$ cat config.mk
export PLATFORM = sky130hd
export DESIGN_NAME = fan_relay_decision_unit
export DESIGN_NICKNAME = d
export VERILOG_FILES = /design/src/hdl/frd_pkg.sv /design/src/hdl/frd_csr.sv /design/src/hdl/frd_decide.sv /design/src/hdl/fan_relay_decision_unit.sv
export SDC_FILE = /design/constraint.sdc
export NUM_CORES = 1
export LEC_CHECK = 0
export BUFFER_PORTS_ARGS = -buffer_cell sky130_fd_sc_hd__buf_4
export CORE_MARGIN = 8
export CORE_UTILIZATION = 49
export DETAILED_ROUTE_END_ITERATION = 12
export PLACE_DENSITY = 0.77
export SKIP_LAST_GASP = 1
export SYNTH_ARGS = -nofsm -noshare
export SYNTH_HDL_FRONTEND = slang
export SYNTH_SLANG_ARGS = --single-unit
export TNS_END_PERCENT = 50
$ cat constraint.sdc
create_clock -name clock -period 4 [get_ports clock]
set_input_delay 0.4 -clock clock [delete_from_list [all_inputs] [get_ports clock]]
set_output_delay 0.4 -clock clock [all_outputs]
set_load 0.02 [all_outputs]
$ cat src/hdl/frd_pkg.sv
// Shared types and codes for the radiator fan relay decision block.
package frd_pkg;

   // Status codes: which rule decided the relay command
   localparam logic [3:0] ST_FORCED_ON  = 4'd0;
   localparam logic [3:0] ST_CRANKING   = 4'd1;
   localparam logic [3:0] ST_STOPPED    = 4'd2;
   localparam logic [3:0] ST_TOO_FAST   = 4'd3;
   localparam logic [3:0] ST_BOARD_OFF  = 4'd4;
   localparam logic [3:0] ST_SENSOR_BAD = 4'd5;
   localparam logic [3:0] ST_PRESSURE   = 4'd6;
   localparam logic [3:0] ST_AC         = 4'd7;
   localparam logic [3:0] ST_HOT        = 4'd8;
   localparam logic [3:0] ST_COLD       = 4'd9;
   localparam logic [3:0] ST_HELD       = 4'd10;
   localparam logic [3:0] ST_BENCH      = 4'd11;

   // Control register indexes
   localparam logic [2:0] CSR_SPEED_LIMIT   = 3'd0;
   localparam logic [2:0] CSR_SPEED_HYST    = 3'd1;
   localparam logic [2:0] CSR_FAN_ON_TEMP   = 3'd2;
   localparam logic [2:0] CSR_FAN_OFF_TEMP  = 3'd3;
   localparam logic [2:0] CSR_STOP_ENG_OFF  = 3'd4;
   localparam logic [2:0] CSR_AC_MODE       = 3'd5;
   localparam logic [2:0] CSR_PRESSURE_ON   = 3'd6;
   localparam logic [2:0] CSR_PRESSURE_OFF  = 3'd7;

   // A/C coupling modes
   localparam logic [1:0] AC_NONE     = 2'd0;
   localparam logic [1:0] AC_RELAY    = 2'd1;
   localparam logic [1:0] AC_PRESSURE = 2'd2;

   typedef struct packed {
      logic [7:0]         speed_limit;
      logic [7:0]         speed_hysteresis;
      logic signed [11:0] fan_on_temp;
      logic signed [11:0] fan_off_temp;
      logic               stop_when_engine_off;
      logic [1:0]         ac_mode;
      logic [11:0]        pressure_on;
      logic [11:0]        pressure_off;
   } cfg_type;

   typedef struct packed {
      logic               cranking;
      logic               running;
      logic               speed_valid;
      logic [7:0]         speed;
      logic               coolant_valid;
      logic signed [11:0] coolant_temp;
      logic               ac_active;
      logic               board_force_on;
      logic               board_inhibit;
      logic               pressure_valid;
      logic [11:0]        pressure;
      logic               my_active;
   } req_type;

   typedef struct packed {
      logic       fan_on;
      logic [3:0] status;
      logic       speed_inh_next;
      logic       update_state;
   } dec_type;

endpackage

$ cat src/hdl/frd_csr.sv
// Control register file for the fan relay decision block.
module frd_csr (
   input  logic           clock,
   input  logic           reset,
   input  logic           wr_en,
   input  logic [2:0]     wr_index,
   input  logic [11:0]    wr_data,
   output frd_pkg::cfg_type cfg
);

   frd_pkg::cfg_type cfg_ff;
   frd_pkg::cfg_type cfg_in;

   always_comb begin
      cfg_in = cfg_ff;
      if (wr_en) begin
         case (wr_index)
            frd_pkg::CSR_SPEED_LIMIT:  cfg_in.speed_limit          = wr_data[7:0];
            frd_pkg::CSR_SPEED_HYST:   cfg_in.speed_hysteresis     = wr_data[7:0];
            frd_pkg::CSR_FAN_ON_TEMP:  cfg_in.fan_on_temp          = $signed(wr_data);
            frd_pkg::CSR_FAN_OFF_TEMP: cfg_in.fan_off_temp         = $signed(wr_data);
            frd_pkg::CSR_STOP_ENG_OFF: cfg_in.stop_when_engine_off = wr_data[0];
            frd_pkg::CSR_AC_MODE:      cfg_in.ac_mode              = wr_data[1:0];
            frd_pkg::CSR_PRESSURE_ON:  cfg_in.pressure_on          = wr_data;
            frd_pkg::CSR_PRESSURE_OFF: cfg_in.pressure_off         = wr_data;
            default: ;
         endcase
      end
   end

   always_ff @(posedge clock) begin
      if (reset) begin
         cfg_ff.speed_limit          <= 8'd0;
         cfg_ff.speed_hysteresis     <= 8'd5;
         cfg_ff.fan_on_temp          <= 12'sd920;
         cfg_ff.fan_off_temp         <= 12'sd880;
         cfg_ff.stop_when_engine_off <= 1'b0;
         cfg_ff.ac_mode              <= frd_pkg::AC_NONE;
         cfg_ff.pressure_on          <= 12'd1400;
         cfg_ff.pressure_off         <= 12'd1100;
      end else begin
         cfg_ff <= cfg_in;
      end
   end

   assign cfg = cfg_ff;

endmodule

$ cat src/hdl/frd_decide.sv
// Priority chain that picks the fan relay command and status for one request.
module frd_decide (
   input  frd_pkg::req_type req,
   input  frd_pkg::cfg_type cfg,
   input  logic             fan_state,
   input  logic             speed_inh,
   output frd_pkg::dec_type dec
);

   logic signed [9:0] release_lvl;
   logic signed [9:0] speed_s;
   logic              speed_inh_upd;
   logic              by_pressure;

   assign release_lvl = $signed({2'b00, cfg.speed_limit}) - $signed({2'b00, cfg.speed_hysteresis});
   assign speed_s     = $signed({2'b00, req.speed});

   // speed inhibit latch with hysteresis; cleared when disabled or speed invalid
   always_comb begin
      speed_inh_upd = speed_inh;
      if ((cfg.speed_limit != 8'd0) && req.speed_valid) begin
         if (req.speed > cfg.speed_limit) begin
            speed_inh_upd = 1'b1;
         end else if (speed_s < release_lvl) begin
            speed_inh_upd = 1'b0;
         end
      end else begin
         speed_inh_upd = 1'b0;
      end
   end

   always_comb begin
      by_pressure = 1'b0;
      if ((cfg.ac_mode == frd_pkg::AC_PRESSURE) && req.pressure_valid) begin
         if (req.pressure >= cfg.pressure_on) begin
            by_pressure = 1'b1;
         end else if (req.pressure < cfg.pressure_off) begin
            by_pressure = 1'b0;
         end else begin
            by_pressure = fan_state;
         end
      end
   end

   always_comb begin
      dec.update_state   = 1'b1;
      dec.speed_inh_next = speed_inh_upd;
      dec.fan_on         = fan_state;
      dec.status         = frd_pkg::ST_HELD;
      if (req.my_active) begin
         dec.update_state   = 1'b0;
         dec.speed_inh_next = speed_inh;
         dec.status         = frd_pkg::ST_BENCH;
      end else if (req.board_force_on) begin
         dec.speed_inh_next = speed_inh;
         dec.fan_on         = 1'b1;
         dec.status         = frd_pkg::ST_FORCED_ON;
      end else if (req.cranking) begin
         dec.fan_on = 1'b0;
         dec.status = frd_pkg::ST_CRANKING;
      end else if (!req.running && cfg.stop_when_engine_off) begin
         dec.fan_on = 1'b0;
         dec.status = frd_pkg::ST_STOPPED;
      end else if (speed_inh_upd) begin
         dec.fan_on = 1'b0;
         dec.status = frd_pkg::ST_TOO_FAST;
      end else if (req.board_inhibit) begin
         dec.fan_on = 1'b0;
         dec.status = frd_pkg::ST_BOARD_OFF;
      end else if (!req.coolant_valid) begin
         dec.fan_on = 1'b1;
         dec.status = frd_pkg::ST_SENSOR_BAD;
      end else if (by_pressure) begin
         dec.fan_on = 1'b1;
         dec.status = frd_pkg::ST_PRESSURE;
      end else if ((cfg.ac_mode == frd_pkg::AC_RELAY) && req.ac_active) begin
         dec.fan_on = 1'b1;
         dec.status = frd_pkg::ST_AC;
      end else if (req.coolant_temp > cfg.fan_on_temp) begin
         dec.fan_on = 1'b1;
         dec.status = frd_pkg::ST_HOT;
      end else if (req.coolant_temp < cfg.fan_off_temp) begin
         dec.fan_on = 1'b0;
         dec.status = frd_pkg::ST_COLD;
      end
   end

endmodule

$ cat src/hdl/fan_relay_decision_unit.sv
// Top level of the radiator fan relay decision block.
//
// Usage:
//  - req_* channel: one request per periodic sensor tick, accepted at a rising
//    edge with req_valid high and req_stall low.
//  - rsp_* channel: exactly one result per request (fan_on, status), in order,
//    taken at a rising edge with rsp_valid high and rsp_stall low.
//  - csr_* channel: register writes, always ready; write only while idle.
//  - Pipeline: a request in the input register is decided there and its result is
//    registered for rsp_*, two register stages in all (input and result).
//  - Throughput: one request per cycle unless rsp_stall holds the result register,
//    set by the combinational decision path; fan_state and the speed latch
//    update as each non-bench request is decided, so the next sees them at once.
//  - Stall: when the result register is held by rsp_stall, the request in the
//    input register waits and req_stall rises; both registers stay full.
//  - Reset (synchronous): empties both stages, clears fan_state and the speed
//    inhibit latch, and loads the control register defaults.
module fan_relay_decision_unit (
   input  logic               clock,
   input  logic               reset,
   // request channel
   input  logic               req_valid,
   output logic               req_stall,
   input  logic               req_cranking,
   input  logic               req_running,
   input  logic               req_speed_valid,
   input  logic [7:0]         req_speed,
   input  logic               req_coolant_valid,
   input  logic signed [11:0] req_coolant_temp,
   input  logic               req_ac_active,
   input  logic               req_board_force_on,
   input  logic               req_board_inhibit,
   input  logic               req_pressure_valid,
   input  logic [11:0]        req_pressure,
   input  logic               req_bench_active,
   // result channel
   output logic               rsp_valid,
   input  logic               rsp_stall,
   output logic               rsp_fan_on,
   output logic [3:0]         rsp_status,
   // control register write channel
   input  logic               csr_valid,
   output logic               csr_ready,
   input  logic [2:0]         csr_index,
   input  logic [11:0]        csr_wdata
);

   frd_pkg::cfg_type cfg;
   frd_pkg::req_type req_ff;
   frd_pkg::dec_type dec;

   logic       req_vld_ff;
   logic       rsp_vld_ff;
   logic       fan_state_ff;
   logic       speed_inh_ff;
   logic       rsp_fan_ff;
   logic [3:0] rsp_status_ff;

   logic       rsp_free;   // result register can take a new result
   logic       fire;       // request in input register is decided this cycle
   logic       req_take;

   assign csr_ready = 1'b1;

   frd_csr u_csr (
      .clock    (clock),
      .reset    (reset),
      .wr_en    (csr_valid),
      .wr_index (csr_index),
      .wr_data  (csr_wdata),
      .cfg      (cfg)
   );

   frd_decide u_decide (
      .req       (req_ff),
      .cfg       (cfg),
      .fan_state (fan_state_ff),
      .speed_inh (speed_inh_ff),
      .dec       (dec)
   );

   assign rsp_free  = !rsp_vld_ff || !rsp_stall;
   assign fire      = req_vld_ff && rsp_free;
   assign req_stall = req_vld_ff && !rsp_free;
   assign req_take  = req_valid && !req_stall;

   // control: stage valids and decision state
   always_ff @(posedge clock) begin
      if (reset) begin
         req_vld_ff   <= 1'b0;
         rsp_vld_ff   <= 1'b0;
         fan_state_ff <= 1'b0;
         speed_inh_ff <= 1'b0;
      end else begin
         if (!req_stall) begin
            req_vld_ff <= req_valid;
         end
         if (rsp_free) begin
            rsp_vld_ff <= req_vld_ff;
         end
         if (fire && dec.update_state) begin
            fan_state_ff <= dec.fan_on;
            speed_inh_ff <= dec.speed_inh_next;
         end
      end
   end

   // payload registers
   always_ff @(posedge clock) begin
      if (req_take) begin
         req_ff.cranking       <= req_cranking;
         req_ff.running        <= req_running;
         req_ff.speed_valid    <= req_speed_valid;
         req_ff.speed          <= req_speed;
         req_ff.coolant_valid  <= req_coolant_valid;
         req_ff.coolant_temp   <= req_coolant_temp;
         req_ff.ac_active      <= req_ac_active;
         req_ff.board_force_on <= req_board_force_on;
         req_ff.board_inhibit  <= req_board_inhibit;
         req_ff.pressure_valid <= req_pressure_valid;
         req_ff.pressure       <= req_pressure;
         req_ff.my_active   <= req_bench_active;
      end
      if (fire) begin
         rsp_fan_ff    <= dec.fan_on;
         rsp_status_ff <= dec.status;
      end
   end

   assign rsp_valid  = rsp_vld_ff;
   assign rsp_fan_on = rsp_fan_ff;
   assign rsp_status = rsp_status_ff;

endmodule

==> metrics, run 1 <==
status=completed; pin count of the biggest net entering global routing=72; total gr overflow=0; Final #Nets=849; IO Count=69; Port Buffer Count=67; vias=4810; YS warnings=0; Final min period=3.76 ns; H-tree depth=4; CTS Buf Count=17; vias per cell=5.35; Leakage Power=3.16 nW; Yosys reg bits=117; global-route wire length before repair=23.5 mm; CP max-delay cell=fa_1; wirelength, routed=14.4 mm; top cell type's share of synthesized area=0.235; DRC violations left=0; global-route usage over all layers=0.182; count of non-filler cells in the finished layout=899; Tightest Pin Transition=1.19 ns; Crit path arrival time=4.03 ns; initial DRC count=349; type of the most critical hold path=input pin to flip-flop; initial antenna violation count=0; CTS resizes=0; Critical Path RT=4.26 ns; gpl congestion=0.876; sequential standard cell area=2800 um2; CTS tree=built; Mapped Cells=650; crit-path cells=inv_1 -> ha_1 -> inv_1 -> fa_1 -> a211oi_1 -> o21bai_1 -> a21oi_1 -> xor2_1 -> ha_1 -> nand2_1 -> a211oi_1 -> a211o_1 -> o31ai_1 -> o221ai_1 -> a2111o_1 -> a21oi_1; area taken by multi-input logic gates=2910 um2; WP buf/inv=2; relative slew slack=0.208; cell family with most CP delay=compound AO/OA/AOI/OAI gates; Slew Viols, Final=0; average size of a mapped cell=9.32 um2; PD cells=435 nW/um2; layout cell share with drive strength beyond 1=0.144; Die Footprint=16200 um2; CTS sink count=117; Worst path max stage delay=0.43 ns; Layout fillers=988; most frequent cells in the layout=nand2_1 (117), inv_1 (74), dfxtp_1 (71); CTS Buffer Depth=2; Synth area leaders=dfxtp_1 (23%), edfxtp_1 (23%), ha_1 (14%); crit path launch type=flip-flop; Reg power frac=0.415; Synth area leader=dfxtp_1; Syn Nets=781; worst skew pair latency=0.42 ns; clock skew=0.0164 ns; First-pass DRT Iterations=4; most common cell after layout, fill and taps aside=nand2_1; average routed wire per standard cell=16.0 um; share of flip-flops with an asynchronous set or reset=0; crit end category=flip-flop; Comb power frac=0.094; slack of the critical path=0.237 ns; Die H=127 um; cell internal pwr=2.47 mW; Root Driver=clkbuf_16; clock share of power=0.492; Hold-fix buffers, CTS=0; # setup viols final=0; maximum VDD drop=308 uV; main flop type after synthesis=dfxtp_1; Die Wd=127 um; dpl ws=0.317 ns; Net Sw Frac=0.227; Post-synth EDFFs=46; HPWL Detailed=10.2 mm; placed cell count=867; sequential cell area fraction in the yosys report=0.463; CP max FO=4; Fin Setup TNS=0 ns; Distinct cells, synth=52; RSZ-0062 raised after global routing=no; Antenna Nets Post-Route=0; site row count=40; WS Path Type=flip-flop to flip-flop; initial core utilization=0.502; vias in the first global route=4998; Final Util=0.609; Max Clock Freq=266 MHz; Core Region=12100 um2; Post-Syn Area=6060 um2; Hold Fails Final Rpt=0; period utilisation layout=0.941; Max Cap Viol=0; n_diodes=0; Reg clk slew, reported paths=0.05 ns; NetSw=726 uW; post-CTS setup repair buffer count=0; Layout Area Growth over Synthesis=21.3%
## metrics by stage
| stage | hold slack, ns | area (um2) | power (mW) |
|---|---|---|---|
| after floorplan | 0.436 | 6060 | 1.52 |
| after global placement | 0.442 | 6710 | 1.62 |
| after detailed placement | 0.448 | 6710 | 1.64 |
| after CTS | 0.147 | 7340 | 3.21 |
| final | 0.150 | 7340 | 3.19 |
| after global routing | 0.143 | 7340 | 3.31 |
## worst paths after layout
kind / startpoint / to / slack [ns] / cells after the start
setup reg to reg: u_csr.cfg[59] / rsp_fan_on / 0.24 / 16
setup / recovery: u_csr.cfg[59] / rsp_fan_on / 0.24 / 16
hold reg to reg: u_csr.cfg[57] / u_csr.cfg[57] / 0.45 / 2
hold / removal: req_speed[0] / req_ff[30] / 0.15 / 1
## registers in the layout (all words and copies together), names as in the netlist
| register | flops |
|---|---|
| rsp_fan_on | 1 |
| rsp_valid | 1 |
| u_csr.cfg | 67 |
| rsp_status | 4 |
| req_ff | 41 |
| speed_inh_ff | 1 |
| req_vld_ff | 1 |
| fan_state_ff | 1 |
## cells by family (layout without fill, tap and decap cells)
kind of cell,Yosys count,after routing,share of synthesized area
mux,9,9,0.0149
xor+xnor,6,6,0.00868
simple gates,220,220,0.168
compound gates,134,134,0.141
fa+ha+maj,70,70,0.146
flops,117,117,0.463
buf+inv,93,174,0.0583
other cells,1,1,0.000619
## layer usage
metal | share of wire | up-vias | track usage | routed length [um]
met2 | 0.49 | 143 | 0.311 | 7080
met1 | 0.43 | 2264 | 0.214 | 6240
met4 | 0.016 | 0 | 0.0679 | 225
met5 | 0 | - | 0 | 0
met3 | 0.060 | 19 | 0.0503 | 862
li1 | - | 2384 | - | -
## cell usage after synthesis, types with 4 or more instances
master and count:
nand2_1 117, inv_1 74, dfxtp_1 71, a21oi_1 69, ha_1 69, edfxtp_1 46, nor2_1 43, clkbuf_1 17
a211o_1 15, o21ai_0 14, nand3b_1 10, mux2i_1 9, nor2b_1 9, nor3_1 9, nand4_1 8, a211oi_1 6
a21o_1 5, o211ai_1 5, nand2b_1 4, nor4b_1 4
## power groups by stage
stage	Clock [mW]	Sequential, mW	Combinational, mW
after CTS	1.59	1.32	0.299
after detailed placement	0	1.35	0.294
final	1.57	1.32	0.299
after global routing	1.65	1.33	0.336
after floorplan	0	1.34	0.181
after global placement	0	1.34	0.279
## cell type report
class,count,area share
Multi-Input combinational cell,440,0.396
Sequential cell,117,0.382
Clock buffer,28,0.0835
Timing Repair Buffer,68,0.0695
Inverter,74,0.0378
Tap cell,168,0.0286
Clock inverter,4,0.00290
Note: power is estimated with default switching activity, not from simulation.
==> run 2: changes to the inputs <==
CELL_PAD_IN_SITES_DETAIL_PLACEMENT = 0   (was default)
CELL_PAD_IN_SITES_GLOBAL_PLACEMENT = 2   (was default)
CORE_UTILIZATION = 37   (was 49)
GPL_ROUTABILITY_DRIVEN = 0   (was default)
PLACE_DENSITY = 0.88   (was 0.77)
==> metrics, run 2 (synthesis results as in run 1) <==
Tightest Pin Transition=0.952 ns (was 1.19 ns); count of non-filler cells in the finished layout=949 (was 899); initial DRC count=247 (was 349); n_diodes=0 (unchanged); wirelength, routed=14.9 mm (was 14.4 mm); global-route usage over all layers=0.153 (was 0.182); Max Cap Viol=0 (unchanged); Antenna Nets Post-Route=0 (unchanged); slack of the critical path=0.360 ns (was 0.237 ns); DRC violations left=0 (unchanged); CTS sink count=117 (unchanged); type of the most critical hold path=input pin to flip-flop (unchanged); # setup viols final=0 (unchanged); Die H=144 um (was 127 um); PD cells=440 nW/um2 (was 435 nW/um2); crit end category=flip-flop (unchanged); relative slew slack=0.363 (was 0.208); crit path launch type=flip-flop (unchanged); vias in the first global route=4775 (was 4998); Critical Path Most Common Cell=a21oi_1; status=completed (unchanged); Hold WS=0.153 ns (was 0.150 ns); CP max FO=4 (unchanged); Slew Viols, Final=0 (unchanged); site row count=46 (was 40); global-route wire length before repair=24.0 mm (was 23.5 mm); Max Clock Freq=275 MHz (was 266 MHz); RSZ-0062 raised after global routing=no (unchanged); H-tree depth=4 (unchanged); Leakage Power=3.15 nW (was 3.16 nW); Crit path arrival time=3.91 ns (was 4.03 ns); maximum VDD drop=302 uV (was 308 uV); CTS Buf Count=17 (unchanged); dpl ws=0.396 ns (was 0.317 ns); crit-path cells=inv_1 -> ha_1 -> a21oi_1 -> o21ai_0 -> a21o_1 -> a21oi_1 -> o21ai_0 -> xnor2_1 -> ha_1 -> nand3_1 -> a211oi_1 -> a211o_1 -> o31ai_1 -> o221ai_2 -> a2111o_1 -> a21oi_1 (was inv_1 -> ha_1 -> inv_1 -> fa_1 -> a211oi_1 -> o21bai_1 -> a21oi_1 -> xor2_1 -> ha_1 -> nand2_1 -> a211oi_1 -> a211o_1 -> o31ai_1 -> o221ai_1 -> a2111o_1 -> a21oi_1); layout cell share with drive strength beyond 1=0.142 (was 0.144); Layout Area Growth over Synthesis=22.5% (was 21.3%); most frequent cells in the layout=nand2_1 (117), inv_1 (74), dfxtp_1 (71) (unchanged); placed cell count=917 (was 867); Final min period=3.64 ns (was 3.76 ns); average routed wire per standard cell=15.7 um (was 16.0 um); initial antenna violation count=0 (unchanged); IO Count=69 (unchanged); Port Buffer Count=67 (unchanged); WS Path Type=flip-flop to flip-flop (unchanged); Die Wd=144 um (was 127 um); Die Footprint=20700 um2 (was 16200 um2); Core Region=15900 um2 (was 12100 um2); Worst path max stage delay=0.35 ns (was 0.43 ns); Layout fillers=1538 (was 988); Reg clk slew, reported paths=0.06 ns (was 0.05 ns); Critical Path RT=4.27 ns (was 4.26 ns); pin count of the biggest net entering global routing=72 (unchanged); Fin Setup TNS=0 ns (unchanged); vias per cell=4.92 (was 5.35); period utilisation layout=0.910 (was 0.941); Hold Fails Final Rpt=0 (unchanged); most common cell after layout, fill and taps aside=nand2_1 (unchanged); Final #Nets=851 (was 849); clock skew=0.00883 ns (was 0.0164 ns); First-pass DRT Iterations=4 (unchanged); CTS Buffer Depth=2 (unchanged); post-CTS setup repair buffer count=0 (unchanged); HPWL Detailed=11.1 mm (was 10.2 mm); vias=4666 (was 4810); total gr overflow=0 (unchanged); worst skew pair latency=0.42 ns (about the same); initial core utilization=0.380 (was 0.502); CTS tree=built (unchanged); CP max-delay cell=dfxtp_1 (was fa_1); max FFs per register=67 (unchanged); total power=3.26 mW (was 3.19 mW); Root Driver=clkbuf_16 (unchanged)
==> run 2: final cells by class <==
cell class,count,area [um2],share of cell area
repair buffers,70,526,0.0708
inverters,74,278,0.0374
well taps,216,270,0.0364
clock inverters,12,183,0.0246
flip-flops and latches,117,2800,0.378
clock buffers,20,447,0.0602
multi-input cells,440,2910,0.393
==> run 2: path summary, 6_finish.rpt <==
kind              slack, ns            end  cells after the start           from
hold / removal         0.15     req_ff[33]                      1   req_speed[3]
hold reg to reg        0.45  u_csr.cfg[41]                      2  u_csr.cfg[41]
setup reg to reg       0.36     rsp_fan_on                     16  u_csr.cfg[52]
setup / recovery       0.36     rsp_fan_on                     16  u_csr.cfg[52]
==> run 2: routing by layer <==
layer / part of all wire / vias up / global-route usage / routed length [um]
met5: 0 / - / 0 / 0
met4: 0.011 / 0 / 0.0609 / 167
met2: 0.48 / 81 / 0.253 / 7110
met1: 0.48 / 2185 / 0.187 / 7110
met3: 0.037 / 13 / 0.0382 / 553
li1: - / 2387 / - / -
==> run 2: stage by stage <==
stage,cell area [um2],util
2_1_floorplan,6060,-
3_3_place_gp,6780,0.426
3_5_place_dp,6780,0.426
4_1_cts,7410,0.465
5_1_grt,7420,0.465
6_report,7420,0.465
==> run 2: repair_timing <==
action | in CTS | in global routing
setup endpoints to repair | 0 | 1
hold buffers | 0 | 0
gates resized for setup | 0 | 1
==> run 2: power breakdown <==
group	leakage (nW)	total [mW]	internal, mW	switching, mW
Sequential	1.02	1.32	1.29	0.0301
Clock	0.304	1.64	1.11	0.529
Combinational	1.83	0.301	0.133	0.169
==> run 2: worst max-delay path: cells and delay by family (launching register included) <==
kind / cells / cell delay (ns)
flip-flops: 1 / 0.35
XOR/XNOR: 1 / 0.16
AND/OR/NAND/NOR: 1 / 0.09
AO/OA/AOI/OAI: 11 / 2.22
adder cells (fa/ha/maj): 2 / 0.58
buffers and inverters: 1 / 0.09
==> run 3: changes to the inputs <==
CORE_UTILIZATION = 38   (was 37)
CTS_BUF_LIST = sky130_fd_sc_hd__clkbuf_8   (was default)
PLACE_DENSITY = 0.9   (was 0.88)
==> metrics, run 3 (synthesis results as in run 1) <==
CTS Buf Count=17 (unchanged); H-tree depth=4 (unchanged); crit path to=rsp_fan_on (unchanged); type of the most critical hold path=input pin to flip-flop (unchanged); RSZ-0062 raised after global routing=no (unchanged); Max Clock Freq=268 MHz (was 275 MHz); Port Buffer Count=67 (unchanged); most frequent cells in the layout=nand2_1 (117), inv_1 (75), dfxtp_1 (71) (was nand2_1 (117), inv_1 (74), dfxtp_1 (71)); Core Region=15700 um2 (was 15900 um2); max FFs per register=67 (unchanged); IO Count=69 (unchanged); Critical R2R Launch=u_csr.cfg[59] (was u_csr.cfg[52]); Fin Setup TNS=0 ns (unchanged); vias in the first global route=4734 (was 4775); relative slew slack=0.360 (was 0.363); worst skew pair latency=0.44 ns (was 0.42 ns); status=completed (unchanged); global-route usage over all layers=0.155 (was 0.153); crit end category=flip-flop (unchanged); GRT met1 Usage=0.190 (was 0.187); CTS resizes=0 (unchanged); RR Endpoint=rsp_fan_on (unchanged); placed cell count=917 (unchanged); HPWL Detailed=11.0 mm (was 11.1 mm); global-route wire length before repair=24.3 mm (was 24.0 mm); layout cell share with drive strength beyond 1=0.147 (was 0.142); area post-placement=6780 um2 (unchanged); pin count of the biggest net entering global routing=72 (unchanged); average routed wire per standard cell=15.7 um (about the same); final instance area=7290 um2 (was 7420 um2); period utilisation layout=0.932 (was 0.910); Reg clk slew, reported paths=0.08 ns (was 0.06 ns); Final Util=0.464 (was 0.465); DRC violations left=0 (unchanged); CTS Buffer Depth=2 (unchanged); Final #Nets=851 (unchanged); Max Cap Viol=0 (unchanged); PD cells=415 nW/um2 (was 440 nW/um2); Root Driver=clkbuf_8 (was clkbuf_16); Critical Path RT=4.29 ns (was 4.27 ns); initial antenna violation count=0 (unchanged); Layout Area Growth over Synthesis=20.4% (was 22.5%); Final min period=3.73 ns (was 3.64 ns); initial core utilization=0.385 (was 0.380); wirelength, routed=14.9 mm (about the same); Hold Fails Final Rpt=0 (unchanged); CTS tree=built (unchanged); maximum VDD drop=320 uV (was 302 uV); most common cell after layout, fill and taps aside=nand2_1 (unchanged); busiest grt layer=met2 (unchanged); Slew Viols, Final=0 (unchanged); WS Path Type=flip-flop to flip-flop (unchanged); Worst R2R Path Depth=16 (unchanged); vias per cell=4.94 (was 4.92); n_diodes=0 (unchanged); met3 GRT Util=0.0480 (was 0.0382); CTS sink count=117 (unchanged); # setup viols final=0 (unchanged); Antenna Nets Post-Route=0 (unchanged); count of non-filler cells in the finished layout=949 (unchanged); setup slack, reg-to-reg=0.27 ns (was 0.36 ns); Tightest Pin Transition=0.957 ns (was 0.952 ns); GR Util met2=0.254 (was 0.253); total gr overflow=0 (unchanged); Crit path arrival time=4.02 ns (was 3.91 ns); site row count=46 (unchanged); Leakage Power=3.10 nW (was 3.15 nW); vias=4685 (was 4666); post-CTS setup repair buffer count=0 (unchanged); Hold-fix buffers, CTS=0 (unchanged); Die Wd=142 um (was 144 um); initial DRC count=258 (was 247); Die H=142 um (was 144 um); total power=3.02 mW (was 3.26 mW); Critical path origin=u_csr.cfg[59] (was u_csr.cfg[52]); Die Footprint=20200 um2 (was 20700 um2); clock skew=0.0175 ns (was 0.00883 ns); First-pass DRT Iterations=4 (unchanged); crit path launch type=flip-flop (unchanged); CP max FO=4 (unchanged)
[run 3: worst min path at each step]
stage	depth (start not counted)	slack, ns	start	endpoint
after CTS	1	0.09	req_board_force_on	req_ff[15]
after detailed placement	2	0.45	u_csr.cfg[37]	u_csr.cfg[37]
after floorplan	2	0.44	u_csr.cfg[11]	u_csr.cfg[11]
final	1	0.12	req_speed_valid	req_ff[38]
after global placement	2	0.44	u_csr.cfg[34]	u_csr.cfg[34]
after global routing	1	0.08	req_bench_active	req_ff[0]
[run 3: report_power, final]
part | switching, mW | internal [mW] | leakage, nW
Sequential | 0.0305 | 1.29 | 1.02
Clock | 0.528 | 0.875 | 0.253
Combinational | 0.169 | 0.132 | 1.83
Total | 0.727 | 2.30 | 3.10
[run 3: final cells by class]
| class | count | area, um2 |
|---|---|---|
| Fill cell | 1518 | 8420 |
| Multi-Input combinational cell | 440 | 2910 |
| Sequential cell | 117 | 2800 |
| Timing Repair Buffer | 70 | 526 |
| Inverter | 74 | 278 |
| Clock inverter | 15 | 274 |
| Tap cell | 216 | 270 |
| Clock buffer | 17 | 234 |
[run 3: critical path, cell delays in order (launching register included)]
cell	delay, ns
dfxtp_1	0.34
inv_1	0.07
ha_1	0.14
inv_1	0.06
fa_1	0.42
a211oi_1	0.25
o21bai_1	0.13
a21oi_1	0.18
xor2_1	0.18
ha_1	0.27
nand2_1	0.09
a211oi_1	0.05
a211o_1	0.32
o31ai_1	0.27
o221ai_1	0.27
a2111o_1	0.39
a21oi_1	0.16
[run 3: metal layers]
layer  vias to the layer above  part of all wire
met4                         0             0.013
met2                        86              0.49
met3                        12             0.052
met1                      2205              0.45
li1                       2382                 -
met5                         -                 0
[run 3: metrics by stage]
stage          hold slack, ns  setup WS [ns]
5_1_grt                0.0815         0.0421
2_1_floorplan           0.436          0.774
6_report                0.124          0.271
3_3_place_gp            0.442          0.546
3_5_place_dp            0.447          0.364
4_1_cts                0.0871          0.279
